## config.mk

```make
export PLATFORM = sky130hd
export DESIGN_NAME = disk_rim_height_profile
export DESIGN_NICKNAME = d
export VERILOG_FILES = /design/src/design/drhp_pkg.sv /design/src/design/disk_rim_height_profile.sv
export SDC_FILE = /design/constraint.sdc
export NUM_CORES = 2
export LEC_CHECK = 0
export BUFFER_PORTS_ARGS = -buffer_cell sky130_fd_sc_hd__buf_4
export CORE_UTILIZATION = 55
export CTS_CLUSTER_DIAMETER = 40
export CTS_CLUSTER_SIZE = 10
export DETAILED_ROUTE_END_ITERATION = 7
export PLACE_DENSITY = 0.74
export SLEW_MARGIN = 40
export SYNTH_ARGS = -nofsm -noshare
export SYNTH_HDL_FRONTEND = slang
export SYNTH_SLANG_ARGS = --single-unit
export TNS_END_PERCENT = 50
```

## constraint.sdc

```tcl
create_clock -name i_clk -period 10.5 [get_ports i_clk]
set_input_delay 2.1 -clock i_clk [delete_from_list [all_inputs] [get_ports i_clk]]
set_output_delay 2.1 -clock i_clk [all_outputs]
set_load 0.03 [all_outputs]
```

## src/design/drhp_pkg.sv

```systemverilog
// Package for the disk rim height profile block: constants, register indexes,
// status codes and the sine polynomial coefficients. No dependencies.
`default_nettype none
package drhp_pkg;
    localparam int MAX_POINTS = 16;
    localparam int PIW        = $clog2(MAX_POINTS);
    localparam int PCW        = PIW + 1;

    localparam logic [2:0] REG_OUTER  = 3'd0;
    localparam logic [2:0] REG_WIDTH  = 3'd1;
    localparam logic [2:0] REG_HMAX   = 3'd2;
    localparam logic [2:0] REG_HMIN   = 3'd3;
    localparam logic [2:0] REG_PEAK   = 3'd4;
    localparam logic [2:0] REG_PMODE  = 3'd5;
    localparam logic [2:0] REG_PCOUNT = 3'd6;

    localparam logic [1:0] ST_EVAL  = 2'd0;
    localparam logic [1:0] ST_NOSEG = 2'd1;
    localparam logic [1:0] ST_WRITE = 2'd2;

    localparam logic [31:0] SC1 = 32'd1686629713;
    localparam logic [31:0] SC3 = 32'd693598669;
    localparam logic [31:0] SC5 = 32'd85569306;
    localparam logic [31:0] SC7 = 32'd5026995;
    localparam logic [31:0] SC9 = 32'd172272;
    localparam logic [31:0] Q30_ONE = 32'h4000_0000;
endpackage
`default_nettype wire

```

## src/design/disk_rim_height_profile.sv

```systemverilog
// Top level of the disk rim height profile block: control sequencer, point
// table memory, shift-and-add multiplier, restoring divider and square root.
// Depends on drhp_pkg.
//
// Evaluates rim height at (radius, azimuth), one word at a time. A table write
// (mode 0) answers in the cycle after it is accepted. An evaluation checks the
// annulus and then either walks the point table, followed by two 17-bit products
// and a division, or runs the sine polynomial through the bit-serial multiplier
// (six products: z*z, four Horner steps and the final p*z) and forms the peak
// height from two 32x32 products. The ellipse then takes two products, a square
// root, one product and a division. All multiplies, divisions and the root go
// one bit (root: two bits) per cycle through shared shift-and-add /
// shift-and-subtract logic. A table of a single point gives its height without
// the walk or the products. Items outside the annulus answer with a zero height,
// and an uncovered angle answers with the no-segment status once every entry has
// been visited.
// The result is held in an output register until taken; the next word is taken
// once that register is free.
`default_nettype none
module disk_rim_height_profile (
    input  wire logic        i_clk,
    input  wire logic        i_rst_n,
    input  wire logic        i_cfg_we,
    input  wire logic [2:0]  i_cfg_idx,
    input  wire logic [31:0] i_cfg_data,
    input  wire logic        s_axis_tvalid,
    output logic             s_axis_tready,
    // tdata: radius[31:0], azimuth[47:32], point_index[51:48],
    //        point_angle[67:52], point_height[99:68], zero pad to 104
    input  wire logic [103:0] s_axis_tdata,
    // tuser: mode
    input  wire logic        s_axis_tuser,
    output logic             m_axis_tvalid,
    input  wire logic        m_axis_tready,
    // tdata: height[31:0], status[33:32], zero pad to 40
    output logic [39:0]      m_axis_tdata
);
    import drhp_pkg::*;

    // sequencer states
    localparam logic [4:0] S_IDLE  = 5'd0;
    localparam logic [4:0] S_CHK   = 5'd1;
    localparam logic [4:0] S_POLY  = 5'd2;   // Horner steps
    localparam logic [4:0] S_POLYR = 5'd3;
    localparam logic [4:0] S_SINA  = 5'd4;   // hmax product setup
    localparam logic [4:0] S_SINB  = 5'd5;   // hmax and hmin products
    localparam logic [4:0] S_SINC  = 5'd6;
    localparam logic [4:0] S_TRD   = 5'd7;   // table read
    localparam logic [4:0] S_TCMP  = 5'd8;
    localparam logic [4:0] S_TMA   = 5'd9;
    localparam logic [4:0] S_TMB   = 5'd10;
    localparam logic [4:0] S_TDIV  = 5'd11;
    localparam logic [4:0] S_ESQ1  = 5'd12;  // w*w setup
    localparam logic [4:0] S_ESQ2  = 5'd13;  // w*w and d*d
    localparam logic [4:0] S_SQRT  = 5'd14;
    localparam logic [4:0] S_EMUL  = 5'd15;
    localparam logic [4:0] S_EDIV  = 5'd16;
    localparam logic [4:0] S_OUT   = 5'd17;
    localparam logic [4:0] S_TRD2  = 5'd18;
    localparam logic [4:0] S_TWAIT = 5'd19;

    logic [4:0]  r_st;
    logic [31:0] r_outer, r_width, r_hmax, r_hmin;
    logic [15:0] r_peak;
    logic        r_pmode;
    logic [4:0]  r_pcount;

    logic [31:0] r_a;
    logic [15:0] r_zeta;
    logic [PCW-1:0] r_n;

    logic [15:0] angle_mem [MAX_POINTS];
    logic [31:0] height_mem [MAX_POINTS];
    logic [PIW-1:0] r_raddr;
    logic [15:0] r_rang;
    logic [31:0] r_rhgt;

    // serial arithmetic
    logic [63:0] r_acc;     // product / remainder
    logic [63:0] r_x;       // multiplicand / dividend / root operand
    logic [63:0] r_y;       // multiplier / divisor
    logic [6:0]  r_cnt;
    logic [63:0] r_tmp;     // saved value
    logic [63:0] r_q;       // quotient / root
    logic [2:0]  r_step;
    logic [31:0] r_z;
    logic [31:0] r_z2;
    logic        r_neg;
    logic [31:0] r_c;       // |cos| in Q30
    logic [15:0] r_lo;
    logic [16:0] r_span;
    logic [15:0] r_t;
    logic [31:0] r_hlo;
    logic [31:0] r_hz;
    logic [PCW-1:0] r_i;

    logic [31:0] r_oh;
    logic [1:0]  r_os;
    logic        r_ov;

    assign s_axis_tready = (r_st == S_IDLE) && !r_ov;
    assign m_axis_tvalid = r_ov;
    assign m_axis_tdata  = {6'd0, r_os, r_oh};

    wire logic acc_in = s_axis_tvalid && s_axis_tready;

    // one restoring division step
    logic [64:0] div_rem;
    logic        div_ok;
    always_comb begin
        div_rem = {r_acc, r_x[63]} - {1'b0, r_y};
        div_ok  = !div_rem[64];
    end
    // one square-root step: remainder r_acc, root r_q
    logic [65:0] sq_trial;
    logic [65:0] sq_rem;
    always_comb begin
        sq_rem   = {r_acc, r_x[63:62]};
        sq_trial = sq_rem - {r_q[63:0], 2'b01};
    end

    wire logic [15:0] sin_d = r_zeta - r_peak;
    wire logic [13:0] sin_r = sin_d[13:0];
    wire logic [15:0] sin_m = (sin_d[14]) ? {2'b0, sin_r} : (16'd16384 - {2'd0, sin_r});
    logic [31:0] coef;
    always_comb begin
        unique case (r_step)
            3'd0:    coef = SC7;
            3'd1:    coef = SC5;
            3'd2:    coef = SC3;
            default: coef = SC1;
        endcase
    end

    wire logic last_pt = ({1'b0, r_i} + 1'b1) >= {1'b0, r_n};
    wire logic [63:0] w64 = {32'd0, r_width};
    wire logic [31:0] dd  = r_outer - r_a;

    always_ff @(posedge i_clk) begin
        if (i_cfg_we) begin
            unique case (i_cfg_idx)
                REG_OUTER:  r_outer  <= i_cfg_data;
                REG_WIDTH:  r_width  <= i_cfg_data;
                REG_HMAX:   r_hmax   <= i_cfg_data;
                REG_HMIN:   r_hmin   <= i_cfg_data;
                REG_PEAK:   r_peak   <= i_cfg_data[15:0];
                REG_PMODE:  r_pmode  <= i_cfg_data[0];
                REG_PCOUNT: r_pcount <= i_cfg_data[4:0];
                default: ;
            endcase
        end
        if (!i_rst_n) begin
            r_outer <= '0; r_width <= 32'd65536; r_hmax <= '0; r_hmin <= '0;
            r_peak <= '0; r_pmode <= 1'b0; r_pcount <= 5'd1;
        end
    end

    always_ff @(posedge i_clk) begin
        if (acc_in && !s_axis_tuser) begin
            angle_mem[s_axis_tdata[51:48]]  <= s_axis_tdata[67:52];
            height_mem[s_axis_tdata[51:48]] <= s_axis_tdata[99:68];
        end
        r_rang <= angle_mem[r_raddr];
        r_rhgt <= height_mem[r_raddr];
    end

    always_ff @(posedge i_clk) begin
        if (!i_rst_n) begin
            r_st <= S_IDLE;
            r_ov <= 1'b0;
        end else begin
            if (r_ov && m_axis_tready) r_ov <= 1'b0;
            unique case (r_st)
                S_IDLE: if (acc_in) begin
                    r_a    <= s_axis_tdata[31:0];
                    r_zeta <= s_axis_tdata[47:32];
                    if (!s_axis_tuser) begin
                        r_oh <= '0; r_os <= ST_WRITE; r_ov <= 1'b1;
                    end else r_st <= S_CHK;
                end
                S_CHK: begin
                    if (($signed({2'b0, r_a}) < $signed({2'b0, r_outer}) -
                         $signed({2'b0, r_width})) || (r_a > r_outer)) begin
                        r_oh <= '0; r_os <= ST_EVAL; r_st <= S_OUT;
                    end else if (!r_pmode) begin
                        r_z  <= {14'd0, sin_m, 2'b0};
                        r_x  <= {14'd0, sin_m, 2'b0, 32'd0} >> 32;
                        r_y  <= {14'd0, sin_m, 2'b0, 32'd0} >> 32;
                        r_neg <= sin_d[15] ^ sin_d[14];
                        r_acc <= '0; r_cnt <= '0; r_step <= 3'd7;
                        r_tmp <= {32'd0, SC9};
                        r_st <= S_POLY;
                    end else begin
                        if (r_pcount == 5'd0) r_n <= PCW'(1);
                        else if (r_pcount > 5'(MAX_POINTS)) r_n <= PCW'(MAX_POINTS);
                        else r_n <= PCW'(r_pcount);
                        r_i <= '0; r_raddr <= '0;
                        r_st <= S_TRD;
                    end
                end
                // serial product r_acc = r_x * r_y over 32 bits of r_y
                S_POLY: begin
                    if (r_cnt == 7'd32) begin
                        r_cnt <= '0;
                        r_st <= S_POLYR;
                    end else begin
                        if (r_y[0]) r_acc <= (r_acc >> 1) + {1'b0, r_x[31:0], 31'd0};
                        else r_acc <= r_acc >> 1;
                        r_y <= r_y >> 1;
                        r_cnt <= r_cnt + 7'd1;
                    end
                end
                S_POLYR: begin
                    // r_acc holds the full product after 32 shifts
                    unique case (r_step)
                        3'd7: begin   // z2 = z*z >> 16
                            r_z2 <= r_acc[47:16];
                            r_x <= r_tmp; r_y <= {32'd0, r_acc[47:16]};
                            r_step <= 3'd0;
                        end
                        3'd4: begin   // final p*z >> 16
                            if (r_acc[47:16] > Q30_ONE) r_c <= Q30_ONE;
                            else r_c <= r_acc[47:16];
                            r_step <= 3'd5;
                        end
                        default: begin
                            r_tmp <= {32'd0, coef - r_acc[47:16]};
                            r_x <= {32'd0, coef - r_acc[47:16]};
                            if (r_step == 3'd3) r_y <= {32'd0, r_z};
                            else r_y <= {32'd0, r_z2};
                            r_step <= r_step + 3'd1;
                        end
                    endcase
                    r_acc <= '0;
                    if (r_step == 3'd4) begin
                        r_st <= S_SINA;
                    end else r_st <= S_POLY;
                    if (r_step == 3'd4) begin
                        r_x <= {32'd0, r_hmax};
                        r_y <= '0;
                        r_tmp <= '0;
                    end
                end
                S_SINA: begin
                    // set up hmax*(1+c) where c signed
                    r_x <= {32'd0, r_hmax};
                    r_y <= r_neg ? {32'd0, Q30_ONE - r_c} : {32'd0, Q30_ONE + r_c};
                    r_acc <= '0; r_cnt <= '0; r_step <= 3'd0;
                    r_st <= S_SINB;
                end
                S_SINB: begin
                    if (r_cnt == 7'd32) begin
                        r_cnt <= '0;
                        if (r_step == 3'd0) begin
                            r_tmp <= r_acc;
                            r_acc <= '0;
                            r_x <= {32'd0, r_hmin};
                            r_y <= r_neg ? {32'd0, Q30_ONE + r_c} : {32'd0, Q30_ONE - r_c};
                            r_step <= 3'd1;
                        end else r_st <= S_SINC;
                    end else begin
                        if (r_y[0]) r_acc <= (r_acc >> 1) + {1'b0, r_x[31:0], 31'd0};
                        else r_acc <= r_acc >> 1;
                        r_y <= r_y >> 1;
                        r_cnt <= r_cnt + 7'd1;
                    end
                end
                S_SINC: begin
                    // (pa + pb + 2^30) >> 31, rounded to nearest
                    r_hz <= 32'(({1'b0, r_tmp} + {1'b0, r_acc} + 65'h4000_0000) >> 31);
                    r_st <= S_ESQ1;
                end
                S_TRD: r_st <= S_TRD2;
                S_TRD2: begin
                    r_lo <= r_rang; r_hlo <= r_rhgt;
                    if (r_n == PCW'(1)) begin
                        r_hz <= r_rhgt; r_st <= S_ESQ1;
                    end else if (last_pt) begin
                        r_raddr <= '0; r_span <= 17'h10000 - {1'b0, r_rang};
                        r_st <= S_TWAIT;
                    end else begin
                        r_raddr <= r_i[PIW-1:0] + PIW'(1);
                        r_st <= S_TWAIT;
                    end
                end
                S_TWAIT: r_st <= S_TCMP;
                S_TCMP: begin
                    // r_rang/r_rhgt now hold the upper point
                    logic [16:0] hi;
                    hi = last_pt ? 17'h10000 : {1'b0, r_rang};
                    if ({1'b0, r_zeta} >= {1'b0, r_lo} && {1'b0, r_zeta} < hi) begin
                        r_span <= hi - {1'b0, r_lo};
                        r_t <= r_zeta - r_lo;
                        r_tmp <= {32'd0, r_rhgt};
                        r_x <= {32'd0, r_hlo};
                        r_y <= {47'd0, hi - {1'b0, r_lo}} - {48'd0, r_zeta - r_lo};
                        r_acc <= '0; r_cnt <= '0;
                        r_st <= S_TMA;
                    end else if (last_pt) begin
                        r_oh <= '0; r_os <= ST_NOSEG; r_st <= S_OUT;
                    end else begin
                        r_i <= r_i + PCW'(1);
                        r_raddr <= r_i[PIW-1:0] + PIW'(1);
                        r_st <= S_TRD;
                    end
                end
                S_TMA: begin   // hlo*(span-t), 17 bits of multiplier
                    if (r_cnt == 7'd17) begin
                        r_q <= r_acc >> 15;  // 17 steps leave the product scaled by 2^15
                        r_acc <= '0; r_cnt <= '0;
                        r_x <= r_tmp; r_y <= {48'd0, r_t};
                        r_st <= S_TMB;
                    end else begin
                        if (r_y[0]) r_acc <= (r_acc >> 1) + {1'b0, r_x[31:0], 31'd0};
                        else r_acc <= r_acc >> 1;
                        r_y <= r_y >> 1;
                        r_cnt <= r_cnt + 7'd1;
                    end
                end
                S_TMB: begin
                    if (r_cnt == 7'd17) begin
                        // dividend = a + b + span/2, divide by span
                        r_x <= r_q + (r_acc >> 15) + {48'd0, r_span[16:1]};
                        r_y <= {47'd0, r_span};
                        r_acc <= '0; r_cnt <= '0; r_q <= '0;
                        r_st <= S_TDIV;
                    end else begin
                        if (r_y[0]) r_acc <= (r_acc >> 1) + {1'b0, r_x[31:0], 31'd0};
                        else r_acc <= r_acc >> 1;
                        r_y <= r_y >> 1;
                        r_cnt <= r_cnt + 7'd1;
                    end
                end
                S_TDIV, S_EDIV: begin
                    if (r_cnt == 7'd64) begin
                        r_cnt <= '0;
                        if (r_st == S_TDIV) begin
                            r_hz <= r_q[31:0]; r_st <= S_ESQ1;
                        end else begin
                            r_oh <= r_q[31:0]; r_os <= ST_EVAL; r_st <= S_OUT;
                        end
                    end else begin
                        if (div_ok) r_acc <= div_rem[63:0];
                        else r_acc <= {r_acc[62:0], r_x[63]};
                        r_q <= {r_q[62:0], div_ok};
                        r_x <= r_x << 1;
                        r_cnt <= r_cnt + 7'd1;
                    end
                end
                S_ESQ1: begin
                    if (r_width == 32'd0) begin
                        r_oh <= r_hz; r_os <= ST_EVAL; r_st <= S_OUT;
                    end else begin
                        r_x <= w64; r_y <= w64; r_acc <= '0; r_cnt <= '0;
                        r_step <= 3'd0; r_st <= S_ESQ2;
                    end
                end
                S_ESQ2: begin
                    if (r_cnt == 7'd32) begin
                        r_cnt <= '0;
                        if (r_step == 3'd0) begin
                            r_tmp <= r_acc;
                            r_acc <= '0; r_x <= {32'd0, dd}; r_y <= {32'd0, dd};
                            r_step <= 3'd1;
                        end else begin
                            r_x <= r_tmp - r_acc;
                            r_acc <= '0; r_q <= '0;
                            r_st <= S_SQRT;
                        end
                    end else begin
                        if (r_y[0]) r_acc <= (r_acc >> 1) + {1'b0, r_x[31:0], 31'd0};
                        else r_acc <= r_acc >> 1;
                        r_y <= r_y >> 1;
                        r_cnt <= r_cnt + 7'd1;
                    end
                end
                S_SQRT: begin   // two operand bits per cycle
                    if (r_cnt == 7'd32) begin
                        r_cnt <= '0;
                        r_x <= {32'd0, r_hz}; r_y <= r_q; r_acc <= '0;
                        r_st <= S_EMUL;
                    end else begin
                        if (!sq_trial[65]) begin
                            r_acc <= sq_trial[63:0];
                            r_q <= {r_q[62:0], 1'b1};
                        end else begin
                            r_acc <= sq_rem[63:0];
                            r_q <= {r_q[62:0], 1'b0};
                        end
                        r_x <= r_x << 2;
                        r_cnt <= r_cnt + 7'd1;
                    end
                end
                S_EMUL: begin
                    if (r_cnt == 7'd32) begin
                        r_cnt <= '0;
                        r_x <= r_acc + {33'd0, r_width[31:1]};
                        r_y <= w64; r_acc <= '0; r_q <= '0;
                        r_st <= S_EDIV;
                    end else begin
                        if (r_y[0]) r_acc <= (r_acc >> 1) + {1'b0, r_x[31:0], 31'd0};
                        else r_acc <= r_acc >> 1;
                        r_y <= r_y >> 1;
                        r_cnt <= r_cnt + 7'd1;
                    end
                end
                S_OUT: if (!r_ov) begin
                    r_ov <= 1'b1; r_st <= S_IDLE;
                end
                default: r_st <= S_IDLE;
            endcase
        end
    end
endmodule
`default_nettype wire
```

# == After elaboration in Yosys (flattened, before gate mapping) ==
# Memories as Yosys holds them, arrays and structs flattened. A register that Yosys moved wholly into a read port is not among the register bits.
# Cells that the tools add are included.
# totals
register_bits,776
ramBits,768
input_bits,145
elab_cells,350
mem_count,2
# op_classes
addsub,25
order_cmp,7
eq_ne,71
mux,149
bitwise,3
n_reduce_logical,60
# memory_table
name,words,word_bits,read_ports,rd_ports_with_merged_regs,wr,line,rtl
height_mem,16,32,1,1,1,disk_rim_height_profile.sv:73,logic [31:0] height_mem [MAX_POINTS];
angle_mem,16,16,1,1,1,disk_rim_height_profile.sv:72,logic [15:0] angle_mem [MAX_POINTS];
# ops
cell,count
$mux W64,50
$pmux W64 S12,2
$pmux W64 S10,1
$mux W32,15
$pmux W64 S6,1
$pmux W64 S4,1
$mux W63,3
$pmux W32 S5,1
$mux W5,24
$pmux W32 S3,1
$pmux W5 S19,1
$pmux W31 S3,1
$mux W17,4
$ne A2 B2 Y1 const B,33
$sub A66 B66 Y66,1
$sub A65 B64 Y65,1
$add A63 B63 Y64,1
$add A64 B16 Y64,1
$add A64 B31 Y64,1
$add A64 B49 Y64,1
$sub A32 B32 Y32,2
$sub A64 B64 Y64,1
$add A63 B31 Y63 const B,1
$add A63 B63 Y63,1
other kinds (74),166

# == Logic depth before layout (Yosys ltp) ==
# logic_depth
word_depth,7
depth_mapped,31

# == Worst setup path after synthesis ==
# No wires, ideal clock.
# synth_path
kind,register to register
start,register r_width[0]
end,register r_x[0] (enable)
t_arrival_ns,10.666
required_time_ns,9.856
path_slack_ns,-0.810
stages_incl_launch_ff,25
path_buffers,0
cell_sequence,dfxtp_1 > ha_1 > inv_1 > fa_1 > a21o_1 > a21o_1 > a21oi_1 > o21ai_1 > a311oi_1 > o31ai_1 > a311o_1 > a31oi_1 > a211oi_1 > a21o_1 > a21oi_1 > xor2_1 > ha_1 > nand3_1 > nor4_1 > nand2_1 > o211ai_1 > o2bb2ai_1 > o21ai_1 > nand3_1 > nor4_1
# synth_via
elab_chain_len,5
word_cells_on_any_way,7
classes_between,add/sub (1); order compare (1); eq/ne (2); reduce/logical (3)
# synth_lines
element,line,rtl
"start, declared",disk_rim_height_profile.sv:63,"logic [31:0] r_outer, r_width, r_hmax, r_hmin;"
"start signal, assigned",disk_rim_height_profile.sv:143,REG_WIDTH: r_width <= i_cfg_data;
$sub A32 B32 Y33,disk_rim_height_profile.sv:182,"if (($signed({2'b0, r_a}) < $signed({2'b0, r_outer}) -"
$lt A33 B33 Y1,disk_rim_height_profile.sv:182,
$logic_or A1 B1 Y1,disk_rim_height_profile.sv:183,"$signed({2'b0, r_width})) || (r_a > r_outer)) begin"
$ne A2 B2 Y1 (no source line),-,
$reduce_and A13 Y1 (no source line) (*),-,
"end signal, assigned",disk_rim_height_profile.sv:187,"r_x <= {14'd0, sin_m, 2'b0, 32'd0} >> 32;"
"end signal, assigned",disk_rim_height_profile.sv:218,"r_x <= r_tmp; r_y <= {32'd0, r_acc[47:16]};"
"end signal, assigned",disk_rim_height_profile.sv:228,"r_x <= {32'd0, coef - r_acc[47:16]};"
"end, declared",disk_rim_height_profile.sv:80,logic [63:0] r_x;
# Every way passes the cells marked *; elsewhere a longest branch is shown, timed or not.
# A chain may end at the register's enable or synchronous reset.

# == Worst setup path in the final report ==
# layout_path
start,register r_width[0]
end,register r_x[32] (enable)
# Same word-level chain as after synthesis.

==> impl_metrics.json <==
{
  "outcome": "complete, but fails checks",
  "violations": "design-rule violations",
  "gr-total-overflow": 0,
  "tightestPinTransition_ns": 1.03,
  "portBuffers": 176,
  "antenna_found_initial": 30,
  "io_pins": 187,
  "cts.repair.resized": 0,
  "clock_path_buffers": 4,
  "clk_pin_slew_ns": 0.05,
  "core-area_um2": 179000,
  "start_util": 0.556,
  "required_ns": 11.03,
  "synth_cells": 9454,
  "viasPerCell": 7.07,
  "numCtsBuffers": 282,
  "hp-class": "reg -> reg",
  "dp_slack_ns": 2.80,
  "synth-edff-count": 1387,
  "critPathKind": "reg -> reg",
  "yosys.area.top_type": "edfxtp_1",
  "synth_adder_area_share": 0.0907,
  "vias": 86700,
  "cts.sinks": 1591,
  "crit_arrival_ns": 8.64,
  "first_pass_iters": 8,
  "muxShareOfSynthArea": 0.0620,
  "ys_ff_latch": 1591,
  "die_y_um": 427,
  "drc": 29,
  "setup_ws_ns": 2.39,
  "drive_gt1_frac": 0.125,
  "finalSetupViolations": 0,
  "hold_buffers": 0,
  "netlist_area_um2": 99500,
  "cp-end-kind": "flop",
  "ir_drop_v": 0.000311,
  "synth-seq-area-share": 0.460,
  "crit_path_start_kind": "flop",
  "ys_warn_count": 0,
  "slew_headroom": 0.306,
  "grt_pass1_wl_um": 606000,
  "post_cts_buffers": 0,
  "fillers": 13800,
  "avgSynthCellArea_um2": 10.5,
  "synthArstFlopShare": 0,
  "dpl.hpwl_um": 313000,
  "grtUsageTotal": 0.472,
  "finalNonFillerCells": 12300,
  "cts_max_level": 5,
  "yosysMostFrequentCell": "edfxtp_1",
  "cts_tree": "built",
  "areaGrowthSynthToFinish_pct": 14.0,
  "yosys.area_share.xor_xnor": 0.0487,
  "finalCriticalPeriod_ns": 8.11,
  "p_per_area_nw_per_um2": 327,
  "num_rows": 155,
  "worstSkewPairLatency_ns": 0.95,
  "wl_per_cell_um": 35.9,
  "maxCapViolCount": 0,
  "fin_nets": 10500,
  "multiInputGateArea_um2": 50500,
  "hold_violations": 0,
  "yosys.area_share.simple": 0.111,
  "seqCellArea_um2": 45700,
  "critPathMaxFanout": 46,
  "synth_compound_area_frac": 0.189,
  "grt_max_degree": 101,
  "rsz0062_at_grt": "no",
  "drt_iter0_drc": 14900,
  "fp.dieArea_um2": 183000,
  "synthTopCellsByCount": "edfxtp_1, nand2_1, a21oi_1, ha_1, nor2_1",
  "fmax_mhz": 123,
  "first_global_vias": 81600,
  "skew_ns": 0.0734,
  "ant_nets": 0,
  "dp_cells": 11800,
  "finalWirelength_um": 440000,
  "gp_congestion": 1.17,
  "period_share": 0.773,
  "p_leak_nw": 43.4,
  "synth_top_area_share": 0.419,
  "synth.area.top_cells": "edfxtp_1, ha_1, mux4_2",
  "synth.distinct_cells": 104,
  "root_buffer": "clkbuf_16",
  "synth_ff_type": "edfxtp_1",
  "die_x_um": 427,
  "final_max_slew_viol_count": 0,
  "synth_top_family_by_area": "compound AO/OA/AOI/OAI gates"
}
-- routing by layer --
layer / track usage / vias up / wire [µm]
li1: - / 36300 / -
met4: 0.286 / 12 / 32000
met2: 0.656 / 6836 / 177000
met5: 0.000529 / - / 78
met1: 0.601 / 42100 / 161000
met3: 0.211 / 1495 / 69600
-- flip-flops by register name, summed over array words and instances (netlist names), 64 cells and up --
name	flops
angle_mem	256
height_mem	512
r_acc	64
r_q	64
r_tmp	64
r_x	64
r_y	64
-- cells by family after synthesis --
| logic type | count (synthesis) |
|---|---|
| AO/OA/AOI/OAI | 2866 |
| XOR/XNOR | 553 |
| adder cells (fa/ha/maj) | 705 |
| buffers and inverters | 1013 |
| flip-flops | 1591 |
| multiplexers | 315 |
| other | 1 |
| AND/OR/NAND/NOR | 2410 |
-- worst paths after layout --
kind	from	to	slack (ns)	depth (start not counted)
min	r_hmax[9]$_SDFFE_PN0P_	r_hmax[9]$_SDFFE_PN0P_	0.45	2
max reg2reg	r_width[0]$_SDFFE_PN0P_	r_x[32]$_DFFE_PP_	2.39	26
min reg2reg	r_hmax[9]$_SDFFE_PN0P_	r_hmax[9]$_SDFFE_PN0P_	0.45	2
max	r_width[0]$_SDFFE_PN0P_	r_x[32]$_DFFE_PP_	2.39	26
-- critical path: stages, from the launching register on --
cell	delay, ns
dfxtp_1	0.58
ha_1	0.26
inv_1	0.06
fa_1	0.41
a21o_1	0.19
a21o_1	0.20
a21oi_1	0.20
o21ai_1	0.10
a311oi_1	0.61
o31ai_1	0.22
a311o_1	0.46
a31oi_1	0.24
a211oi_1	0.16
a21o_1	0.20
a21oi_1	0.16
xor2_1	0.09
ha_1	0.29
nand3_1	0.09
nor4_1	0.27
nand2_1	0.08
o211ai_1	0.23
o2bb2ai_1	0.35
o21ai_1	0.36
nand3_1	0.30
nor4_4	0.35
buf_4	0.40
buf_4	0.70
-- placed cells by master, fill, tap and decap left out, types with 46 or more instances in the layout --
master and instances:
edfxtp_1 1387, nand2_1 942, a21oi_1 876, ha_1 674, nor2_1 553, inv_1 529, o21ai_0 522, buf_4 381
xnor2_1 363, clkbuf_16 292, a21o_1 275, mux4_2 240, dfxtp_1 203, xor2_1 169, nand3_1 168, a22oi_1 140
nor3_1 116, a221oi_1 99, nand4_1 96, nand2b_1 94, o21bai_1 92, clkbuf_1 80, a31oi_1 76, nor2b_1 73
o211ai_1 70, mux2i_1 69, o21a_1 66, and2_1 66, o221ai_1 65, and3_1 59, a222oi_1 55, a22o_1 54
o21ai_1 50, nor4_1 47, a211oi_1 46, or3_1 46
-- area by class of cell --
class | instances | share of cell area
Antenna cell | 23 | 0.000508
Clock inverter | 112 | 0.0103
Sequential cell | 1591 | 0.403
Tap cell | 2355 | 0.0260
Timing Repair Buffer | 418 | 0.0292
Inverter | 534 | 0.0177
Clock buffer | 378 | 0.0678
Multi-Input combinational cell | 6856 | 0.445
-- through the flow --
step	total power, mW	util	TNS, ns	area [µm²]	hold WS [ns]
final	37.1	0.634	0	113000	0.453
after detailed placement	26.9	0.583	0	104000	0.446
after global placement	26.7	0.581	0	104000	0.442
after CTS	35.9	0.633	0	113000	0.453
after global routing	38.0	0.633	0	113000	0.475
after floorplan	20.2	-	-50.58	99500	0.431
-- report_power, final --
part | switching (mW) | internal [mW] | total (mW)
combinational | 12.8 | 6.22 | 19.0
clock | 3.30 | 5.58 | 8.88
sequential | 1.10 | 8.09 | 9.19
Power figures use the tool's default switching activity.
